--- src/mpd_pkg.sv ---
// ----------------------------------------------------------------------------
// mpd_pkg
// Shared types and constants for the motor pulse-density drive: protocol
// codes, field widths and the per-period servo information record.
// ----------------------------------------------------------------------------
package mpd_pkg;

  localparam int unsigned BYTE_W   = 8;
  localparam int unsigned SPEED_W  = 8;
  localparam int unsigned SERVO_W  = 8;
  localparam int unsigned ACC_W    = 16;
  localparam int unsigned DRIVE_W  = 6;
  localparam int unsigned TDATA_W  = 24;
  localparam int unsigned QUEUE_DEPTH = 2;

  // Command byte that opens a set-motors frame
  localparam logic [BYTE_W-1:0] CMD_OPEN_FRAME = 8'h40;

  // Speed that means stop, and the modulator thresholds
  localparam logic [ACC_W-1:0]        STOP_LEVEL_U = 16'd127;
  localparam logic signed [ACC_W-1:0] STOP_LEVEL   = 16'sd127;
  localparam logic signed [ACC_W-1:0] STOP_LEVEL_N = -16'sd127;

  // Servo data and frame flag carried with each control period
  typedef struct packed {
    logic               frame_done;
    logic [SERVO_W-1:0] servo_one;
    logic [SERVO_W-1:0] servo_zero;
  } period_info_t;

endpackage

--- src/mpd_front.sv ---
// ----------------------------------------------------------------------------
// mpd_front
// Byte parser: tracks the frame position, latches motor speeds and servo
// positions, and issues one control-period record per period-ending byte.
// ----------------------------------------------------------------------------
module mpd_front #(
  parameter int unsigned NUM_CHANNELS = 3
) (
  input  logic                                   clk,
  input  logic                                   rst,
  input  logic                                   byte_valid,
  input  logic [mpd_pkg::BYTE_W-1:0]             byte_data,
  output logic                                   push,
  output logic [NUM_CHANNELS*mpd_pkg::SPEED_W-1:0] push_speeds,
  output mpd_pkg::period_info_t                  push_info
);
  import mpd_pkg::*;

  localparam int unsigned LAST_POS = NUM_CHANNELS + 1;
  localparam int unsigned POS_W    = $clog2(NUM_CHANNELS + 3);

  logic [POS_W-1:0]   frame_position;
  logic [SPEED_W-1:0] motor_speed [NUM_CHANNELS];
  logic [SERVO_W-1:0] servo_position [2];
  logic [SERVO_W-1:0] pending_servo_zero;

  logic is_idle;
  logic is_last;

  assign is_idle = (frame_position == '0);
  assign is_last = (frame_position == POS_W'(LAST_POS + 1));

  // Issue a period record for a plain byte outside a frame or a frame's last byte
  always_comb begin
    push = byte_valid && ((is_idle && (byte_data != CMD_OPEN_FRAME)) || is_last);
    for (int c = 0; c < NUM_CHANNELS; c++) begin
      push_speeds[c*SPEED_W +: SPEED_W] = motor_speed[c];
    end
    push_info.frame_done = is_last;
    push_info.servo_zero = is_last ? servo_position[0] : '0;
    push_info.servo_one  = is_last ? servo_position[1] : '0;
  end

  // Advance the frame position and hold the frame data
  always_ff @(posedge clk) begin
    if (rst) begin
      frame_position     <= '0;
      pending_servo_zero <= '0;
      servo_position[0]  <= '0;
      servo_position[1]  <= '0;
      for (int c = 0; c < NUM_CHANNELS; c++) begin
        motor_speed[c] <= '0;
      end
    end else if (byte_valid) begin
      if (is_idle) begin
        if (byte_data == CMD_OPEN_FRAME) begin
          frame_position <= POS_W'(1);
        end
      end else if (is_last) begin
        frame_position    <= '0;
        servo_position[0] <= pending_servo_zero;
        servo_position[1] <= byte_data;
      end else begin
        frame_position <= frame_position + POS_W'(1);
        if (frame_position == POS_W'(LAST_POS)) begin
          pending_servo_zero <= byte_data;
        end
        for (int c = 0; c < NUM_CHANNELS; c++) begin
          if (frame_position == POS_W'(c + 1)) begin
            motor_speed[c] <= byte_data;
          end
        end
      end
    end
  end

endmodule

--- src/mpd_queue.sv ---
// ----------------------------------------------------------------------------
// mpd_queue
// Short register queue that decouples the byte parser from the modulator.
// ----------------------------------------------------------------------------
module mpd_queue #(
  parameter int unsigned WIDTH = 8,
  parameter int unsigned DEPTH = 2
) (
  input  logic             clk,
  input  logic             rst,
  input  logic             wr_en,
  input  logic [WIDTH-1:0] wr_data,
  output logic             full,
  input  logic             rd_en,
  output logic [WIDTH-1:0] rd_data,
  output logic             empty
);
  import mpd_pkg::*;

  localparam int unsigned PTR_W = (DEPTH > 1) ? $clog2(DEPTH) : 1;
  localparam int unsigned CNT_W = $clog2(DEPTH + 1);

  logic [WIDTH-1:0] mem [DEPTH];
  logic [PTR_W-1:0] wr_ptr;
  logic [PTR_W-1:0] rd_ptr;
  logic [CNT_W-1:0] count;

  assign full    = (count == CNT_W'(DEPTH));
  assign empty   = (count == '0);
  assign rd_data = mem[rd_ptr];

  // Store entries
  always_ff @(posedge clk) begin
    if (wr_en) begin
      mem[wr_ptr] <= wr_data;
    end
  end

  // Advance pointers and fill count
  always_ff @(posedge clk) begin
    if (rst) begin
      wr_ptr <= '0;
      rd_ptr <= '0;
      count  <= '0;
    end else begin
      if (wr_en) begin
        wr_ptr <= (wr_ptr == PTR_W'(DEPTH - 1)) ? '0 : wr_ptr + PTR_W'(1);
      end
      if (rd_en) begin
        rd_ptr <= (rd_ptr == PTR_W'(DEPTH - 1)) ? '0 : rd_ptr + PTR_W'(1);
      end
      if (wr_en && !rd_en) begin
        count <= count + CNT_W'(1);
      end else if (rd_en && !wr_en) begin
        count <= count - CNT_W'(1);
      end
    end
  end

endmodule

--- src/mpd_back.sv ---
// ----------------------------------------------------------------------------
// mpd_back
// Delta-sigma modulator bank: one 16-bit accumulator per channel, updated
// once per control period, with a registered result stage.
// ----------------------------------------------------------------------------
module mpd_back #(
  parameter int unsigned NUM_CHANNELS = 3
) (
  input  logic                                     clk,
  input  logic                                     rst,
  input  logic                                     q_empty,
  input  logic [NUM_CHANNELS*mpd_pkg::SPEED_W-1:0] q_speeds,
  input  mpd_pkg::period_info_t                    q_info,
  output logic                                     q_pop,
  output logic                                     out_valid,
  input  logic                                     out_ready,
  output logic [mpd_pkg::DRIVE_W-1:0]              out_drive,
  output mpd_pkg::period_info_t                    out_info
);
  import mpd_pkg::*;

  localparam int unsigned ALL_W = 2 * NUM_CHANNELS;

  logic [ACC_W-1:0]        channel_accumulator [NUM_CHANNELS];
  logic [ACC_W-1:0]        acc_next [NUM_CHANNELS];
  logic [ALL_W-1:0]        bits_all;
  logic signed [ACC_W-1:0] sum [NUM_CHANNELS];

  // Take a record when the result stage is free or being drained
  assign q_pop = !q_empty && (!out_valid || out_ready);

  // Update every channel in parallel
  always_comb begin
    for (int c = 0; c < NUM_CHANNELS; c++) begin
      sum[c] = $signed(channel_accumulator[c]
                       + {{(ACC_W-SPEED_W){1'b0}}, q_speeds[c*SPEED_W +: SPEED_W]}
                       - STOP_LEVEL_U);
      bits_all[2*c]   = 1'b0;
      bits_all[2*c+1] = 1'b0;
      if (sum[c] >= STOP_LEVEL) begin
        acc_next[c]   = sum[c] - STOP_LEVEL;
        bits_all[2*c] = 1'b1;
      end else if (sum[c] < STOP_LEVEL_N) begin
        acc_next[c]     = sum[c] + STOP_LEVEL;
        bits_all[2*c+1] = 1'b1;
      end else begin
        acc_next[c] = sum[c];
      end
    end
  end

  // Hold accumulators and the result stage
  always_ff @(posedge clk) begin
    if (rst) begin
      out_valid <= 1'b0;
      for (int c = 0; c < NUM_CHANNELS; c++) begin
        channel_accumulator[c] <= '0;
      end
    end else begin
      if (q_pop) begin
        out_valid <= 1'b1;
        for (int c = 0; c < NUM_CHANNELS; c++) begin
          channel_accumulator[c] <= acc_next[c];
        end
      end else if (out_ready) begin
        out_valid <= 1'b0;
      end
    end
  end

  // Load result payload; channels beyond the drive field are dropped
  always_ff @(posedge clk) begin
    if (q_pop) begin
      out_drive <= DRIVE_W'({{DRIVE_W{1'b0}}, bits_all});
      out_info  <= q_info;
    end
  end

endmodule

--- src/three_channel_motor_pulse_density_drive.sv ---
// ----------------------------------------------------------------------------
// three_channel_motor_pulse_density_drive
// Byte-protocol front end feeding a bank of first-order delta-sigma
// pulse-density modulators for the motor channels, plus servo pass-out.
// ----------------------------------------------------------------------------
//  channel | dir | tdata (low bit up)                          | tuser
//  s_axis  | in  | rx_byte[7:0]                                | -
//  m_axis  | out | drive_bits[5:0], servo_pulse_zero[13:6],    | frame_done
//          |     | servo_pulse_one[21:14], zero pad [23:22]    |
//
// One byte is accepted per cycle while s_tready is high. A byte that ends a
// control period is stored as a record in the queue on acceptance, and the
// modulator stage loads it from there once its result stage is free or drained.
// rst clears the frame position, speeds, servo values, accumulators and queue.
// A stalled m_axis fills the two-entry queue; s_tready drops only when full.
// ----------------------------------------------------------------------------
module three_channel_motor_pulse_density_drive #(
  parameter int unsigned NUM_CHANNELS = 3
) (
  input  logic                         clk,
  input  logic                         rst,
  input  logic                         s_tvalid,
  output logic                         s_tready,
  input  logic [7:0]                   s_tdata,   // [7:0] rx_byte
  output logic                         m_tvalid,
  input  logic                         m_tready,
  output logic [mpd_pkg::TDATA_W-1:0]  m_tdata,   // [5:0] drive_bits,
                                                  // [13:6] servo_pulse_zero,
                                                  // [21:14] servo_pulse_one,
                                                  // [23:22] zero
  output logic                         m_tuser    // [0] frame_done
);
  import mpd_pkg::*;

  localparam int unsigned SPEEDS_W = NUM_CHANNELS * SPEED_W;
  localparam int unsigned ENTRY_W  = SPEEDS_W + $bits(period_info_t);

  logic                q_full;
  logic                q_empty;
  logic                q_push;
  logic                q_pop;
  logic [SPEEDS_W-1:0] push_speeds;
  period_info_t        push_info;
  logic [ENTRY_W-1:0]  q_rd_data;
  logic [DRIVE_W-1:0]  out_drive;
  period_info_t        out_info;
  period_info_t        q_info;

  assign s_tready = !q_full;

  // Parse bytes
  mpd_front #(
    .NUM_CHANNELS (NUM_CHANNELS)
  ) u_front (
    .clk         (clk),
    .rst         (rst),
    .byte_valid  (s_tvalid && s_tready),
    .byte_data   (s_tdata),
    .push        (q_push),
    .push_speeds (push_speeds),
    .push_info   (push_info)
  );

  // Buffer control-period records
  mpd_queue #(
    .WIDTH (ENTRY_W),
    .DEPTH (QUEUE_DEPTH)
  ) u_queue (
    .clk     (clk),
    .rst     (rst),
    .wr_en   (q_push),
    .wr_data ({push_info, push_speeds}),
    .full    (q_full),
    .rd_en   (q_pop),
    .rd_data (q_rd_data),
    .empty   (q_empty)
  );

  assign q_info = q_rd_data[ENTRY_W-1:SPEEDS_W];

  // Run the modulators
  mpd_back #(
    .NUM_CHANNELS (NUM_CHANNELS)
  ) u_back (
    .clk       (clk),
    .rst       (rst),
    .q_empty   (q_empty),
    .q_speeds  (q_rd_data[SPEEDS_W-1:0]),
    .q_info    (q_info),
    .q_pop     (q_pop),
    .out_valid (m_tvalid),
    .out_ready (m_tready),
    .out_drive (out_drive),
    .out_info  (out_info)
  );

  // Pack the result
  assign m_tdata = {2'b00, out_info.servo_one, out_info.servo_zero, out_drive};
  assign m_tuser = out_info.frame_done;

endmodule

--- config.mk ---
export PLATFORM = sky130hd
export DESIGN_NAME = three_channel_motor_pulse_density_drive
export DESIGN_NICKNAME = d
export VERILOG_FILES = /design/src/mpd_pkg.sv /design/src/mpd_front.sv /design/src/mpd_queue.sv /design/src/mpd_back.sv /design/src/three_channel_motor_pulse_density_drive.sv
export SDC_FILE = /design/constraint.sdc
export NUM_CORES = 1
export LEC_CHECK = 0
export BUFFER_PORTS_ARGS = -buffer_cell sky130_fd_sc_hd__buf_2
export CAP_MARGIN = 30
export CORE_MARGIN = 1
export CORE_UTILIZATION = 60
export DETAILED_ROUTE_END_ITERATION = 10
export PLACE_DENSITY = 0.77
export SLEW_MARGIN = 20
export SYNTH_ARGS = -nofsm -noshare
export SYNTH_HDL_FRONTEND = slang
export SYNTH_SLANG_ARGS = --single-unit
--- constraint.sdc ---
create_clock -name clk -period 6.63 [get_ports clk]
set_input_delay 0.9945 -clock clk [delete_from_list [all_inputs] [get_ports clk]]
set_output_delay 0.9945 -clock clk [all_outputs]
set_load 0.05 [all_outputs]
Word level (Yosys, flattened, before mapping). Memory sizes are Yosys's and may differ from the RTL's. A register that Yosys moved wholly into a read port is not among the register bits. Cells that the tools add are included.

$add $sub $neg: 17. Equality and inequality tests: 9. Shift-type cells: 0. Bitwise operators: 10. Multipliers: 0. Mux-type cells: 63. Reduce and logical (&&, ||, !) cells: 19. Magnitude comparators: 6. Divide/modulo/power cells: 0.

Operators with widths (number): two-way mux 16 bit (9); two-way mux 8 bit (7); adder 16 x 8 -> 16 bit (3); adder 16 x 8 -> 16 bit, second input constant (3); >= comparator 16 x 8 -> 1 bit, second input constant (3); < comparator 16 x 8 -> 1 bit, second input constant (3); subtractor 16 x 7 -> 16 bit, second input constant (3); subtractor 16 x 8 -> 16 bit, second input constant (3); two-way mux 1 bit (42); two-way mux 3 bit (3); == test 8 x 7 -> 1 bit, second input constant (1); != test 8 x 7 -> 1 bit, second input constant (1); OR 1 bit (8); == test 3 x 2 -> 1 bit, second input constant (2); == test 3 bit, second input constant (2); logical AND 1 bit (6); zero test 1 bit (5); two-way mux 2 bit (2); AND reduction 4 bit (1); nonzero test 2 bit (2); adder 3 x 1 -> 3 bit, second input constant (1); == test 3 x 1 -> 1 bit, second input constant (1); zero test 3 bit (1); adder 1 bit, second input constant (2); other kinds (8) (10).

Bits in read-only memories: 0. Bits in writable memories: 170. Logic and storage cells: 141. Memories: 4. Bits in registers: 39. Latch bits: 0.

Memory list: u_queue.mem (words 2, bits a word 41, rd ports 1, clocked after memory_dff 1, wr ports 1, line mpd_queue.sv:23) `logic [WIDTH-1:0] mem [DEPTH];`; u_back.channel_accumulator (words 3, bits a word 16, rd ports 3, clocked after memory_dff 0, wr ports 3, line mpd_back.sv:24) `logic [ACC_W-1:0] channel_accumulator [NUM_CHANNELS];`; u_front.motor_speed (words 3, bits a word 8, rd ports 3, clocked after memory_dff 0, wr ports 3, line mpd_front.sv:23) `logic [SPEED_W-1:0] motor_speed [NUM_CHANNELS];`; u_front.servo_position (words 2, bits a word 8, rd ports 2, clocked after memory_dff 0, wr ports 2, line mpd_front.sv:24) `logic [SERVO_W-1:0] servo_position [2];`.

Longest topological paths before layout.
Depth in word-level cells: 8. Mapped depth: 19.

Modules after synthesis. Synthesis repeated with hierarchy kept, for this count alone.

Cells, all modules: 1099. Area, all modules: 12440.7 µm².

By module, submodules not included: mpd_back (area an instance 7164.4 µm², sequential area each 2152.1 µm², cells an instance 787, times used 1); mpd_queue (area an instance 3156.8 µm², sequential area each 2562.5 µm², cells an instance 150, times used 1); mpd_front (area an instance 2090.8 µm², sequential area each 1421.4 µm², cells an instance 157, times used 1); three_channel_motor_pulse_density_drive (area an instance 28.8 µm², sequential area each 0.0 µm², cells an instance 5, times used 1).

Worst setup path before layout. OpenSTA, ideal clock, no wires.

Path kind: input to register. Start: input port s_tdata[6]. End: memory u_queue.mem[0][0] (netlist bit), enable pin. Path buffers: 0. Setup time: 0.490 ns. Arrival: 4.636 ns. Setup slack: 1.504 ns. Stages: 4. Cell sequence: nor4b_1 > a2111oi_0 > nor2_1 > nor3_1.

Longest elaborated chain between the ends: 6.

RTL lines: start, declared (line three_channel_motor_pulse_density_drive.sv:24) `input logic [7:0] s_tdata,`; != test 8 x 7 -> 1 bit (line mpd_front.sv:35) `push = byte_valid && ((is_idle && (byte_data != CMD_OPEN_FRAME)) || is_last);`; logical AND 1 bit (line mpd_front.sv:35); logical OR 1 bit (line mpd_front.sv:35); logical AND 1 bit (line mpd_front.sv:35); two-way mux 1 bit (line mpd_queue.sv:34) `if (wr_en) begin`; two-way mux 1 bit (implied by the code) (line mpd_queue.sv:35) `mem[wr_ptr] <= wr_data;`; end, declared (line mpd_queue.sv:23).

No other way between the ends.

==> metrics <==
run status=finished, final reports clean; Antenna Violating Nets Remaining=0; final hold violation count=0; Die Area=21,200 um^2; prevailing post-synth register cell=edfxtp_1; layout cells sized above 1=between 10% and 20%; WHS=~450 ps; synth-to-layout area growth=9.90%; FFs w/ async S/R, synth=0%; Slowest-stage cell, CP=dfxtp_2; CTS Hold Bufs=0; RD Place Congestion=around 0.85; gr ovfl total=0; Max-Cap Viols=0; relative slew slack=a little over two fifths; endpoints failing setup=0; antenna diode count=0; Die H=roughly 150 um; Avg Cell Area, Syn=roughly 11 um^2; Layout Skew=approximately 11 ps; Syn Inst Count=between 1k and 1.5k; count leader, synth=edfxtp_1; global-route usage over all layers=24.0%; DRC=0; Seq/Total Area, Yosys=between 40% and 50%; FF-to-FF setup slack=1380 ps; CTS H-tree depth=1; drt wl/cell=approximately 18 um; Ys Warns=0; Clock Path Buffers=3; Initial Util=61.1%; max-slew violation count=0; Synth top cells by count=edfxtp_1 (193), ha_1 (77), nand2_1 (72), a21oi_1 (58), nor2_1 (58); I/O pin count=39; CP Capture Type=flip-flop; crit path max fanout=27; Max Freq=around 0.19 GHz; synth unique cells=between 80 and 90; number of flops mapped to enable cells by yosys=between 150 and 200; Worst-path clk slew=60 ps; critical path class=flip-flop to flip-flop; CP required=around 6900 ps; largest cells by area after synthesis=edfxtp_1 (47%), ha_1 (7.8%), mux2_2 (3.4%); FF+latch count, synth=210; worst-margin pin slew=about 840 ps; first-pass GRT wire length=between 40,000 and 50,000 um; post-layout min period=approximately 5300 ps; cell mode on critical path=ha_1; Rows=52; Synth area leader=edfxtp_1; core footprint=20,200 um^2; via/cell ratio=around 6.1; CP max stage delay=roughly 780 ps; Pre-antenna DRT Iters=5; share of the synthesized area in the top cell type=around 47%; DR iter-0 viols=616; Layout Nets=approximately 1.2k; TritonCTS buffer count=23; crit-path cells=mux2_2 -> ha_1 -> ha_1 -> fa_1 -> a21o_1 -> a221oi_4 -> o221ai_1 -> a21oi_1 -> xnor2_1 -> o41ai_4 -> nor4b_1 -> a22oi_1 -> mux2i_1; via count=roughly 8.7k; hold crit path type=flip-flop to flip-flop; CP bufs+invs=0; Top delay family on crit path=compound AO/OA/AOI/OAI gates; DRT Wirelength=between 20,000 and 30,000 um; Setup crit start kind=flip-flop; vias in the first global route=roughly 8.3k; clk_lat worst skew=between 500 and 600 ps; Clock Tree Root=clkbuf_16; Port Buf Inserts=36; CTS resizes=0; setup TNS=0 ps; initial antenna violation count=0; crit path DAT=~5500 ps; fin crit share=79.2%; clock sinks=210; RSZ-0062 raised after global routing=false; post-DP HPWL=17,300 um; Die W=approximately 150 um; postcts setup bufs=0; CTS tree=built; largest net degree at the start of global routing=approximately 50; Synth Cell Area=approximately 12,000 um^2
metal layers:
layer | GRT usage [%] | up-vias | share of wire (%)
li1 | - | 4203 | -
met1 | 33.2 | 4174 | 46
met2 | 39.3 | 230 | 47
met3 | 2.92 | 52 | 4.7
met4 | 8.32 | 0 | 2.7
met5 | 0 | - | 0
stage by stage:
step           worst slack, ps  instance area [um^2]  instances  utilization (%)
6_report                  1380                 13600       1416             67.2
2_1_floorplan             1500                 12400       1101                -
4_1_cts                   1150                 13600       1415             67.1
5_1_grt                   1110                 13600       1416             67.2
3_3_place_gp              1270                 12800       1372             63.1
3_5_place_dp              1160                 12800       1373             63.3
cells in the final DEF, fill, tap and decap left out, drive strengths merged, types with 5 or more instances in the layout:
cell | Yosys | final
edfxtp | 193 | 193
ha | 77 | 77
nand2 | 72 | 72
inv | 57 | 62
nor2 | 59 | 59
a21oi | 58 | 58
and2 | 48 | 48
buf | 14 | 46
mux2 | 37 | 37
mux2i | 36 | 36
nor3 | 36 | 36
o21ai | 35 | 35
nand3 | 32 | 32
xnor2 | 30 | 30
clkbuf | 30 | 27
xor2 | 25 | 25
and3 | 19 | 19
nand2b | 19 | 19
nor4 | 19 | 19
a21o | 17 | 17
dfxtp | 17 | 17
o21a | 11 | 11
or3 | 11 | 11
a211oi | 10 | 10
o211ai | 8 | 8
nand4 | 8 | 8
o22ai | 8 | 8
a31oi | 8 | 8
clkinv | 0 | 8
nor3b | 7 | 7
and4 | 7 | 7
a22oi | 6 | 6
a211o | 6 | 6
o21bai | 6 | 6
a2111oi | 5 | 5
o32ai | 5 | 5
or2 | 5 | 5
registers in the layout, summed over array words and instances (netlist names), named ones only:
signal                      flops
u_queue.mem                    82
u_back.channel_accumulator     48
u_front.motor_speed            24
u_back.out_info                17
u_front.servo_position         16
u_front.pending_servo_zero      8
u_back.out_drive                6
u_front.frame_position          3
u_queue.count                   2
u_back.out_valid                1
u_queue.rd_ptr                  1
u_queue.wr_ptr                  1
worst reg2reg max path, cell delays in order, from the launching register on:
cell      delay, ps
dfxtp_2         780
mux2_2          430
ha_1            280
ha_1            240
fa_1            460
a21o_1          240
a221oi_4        390
o221ai_1        230
a21oi_1         290
xnor2_1         330
o41ai_4         270
nor4b_1         680
a22oi_1         210
mux2i_1         160
worst paths after layout:
kind / cells after the start / from / to
worst min-delay path: 0 / u_front.motor_speed[0][1] / u_queue.mem[0][1]
worst min register to register: 0 / u_front.motor_speed[0][1] / u_queue.mem[0][1]
worst max-delay path: 13 / flip-flop / u_back.channel_accumulator[0][29]
worst max register to register: 13 / flip-flop / u_back.channel_accumulator[0][29]
cells by family after synthesis:
family	count (synthesis)	share of synthesized area (%)
mux	73	6.28
compound gates	226	13.1
flops	210	49.6
buf+inv	101	3.33
other cells	1	0.0303
xor+xnor	55	4.02
simple gates	354	15.3
fa+ha+maj	80	8.28
final cells by class:
type | count | area [um^2]
multi-input cells | 790 | 5840
clock buffers | 26 | 607
inverters | 57 | 214
repair buffers | 47 | 275
flip-flops and latches | 210 | 6140
clock inverters | 16 | 176
fillers | 1470 | 6650
well taps | 270 | 338
Power is not shown: default switching activity piles up to over one toggle a cycle in this logic, so the estimate is an artifact.
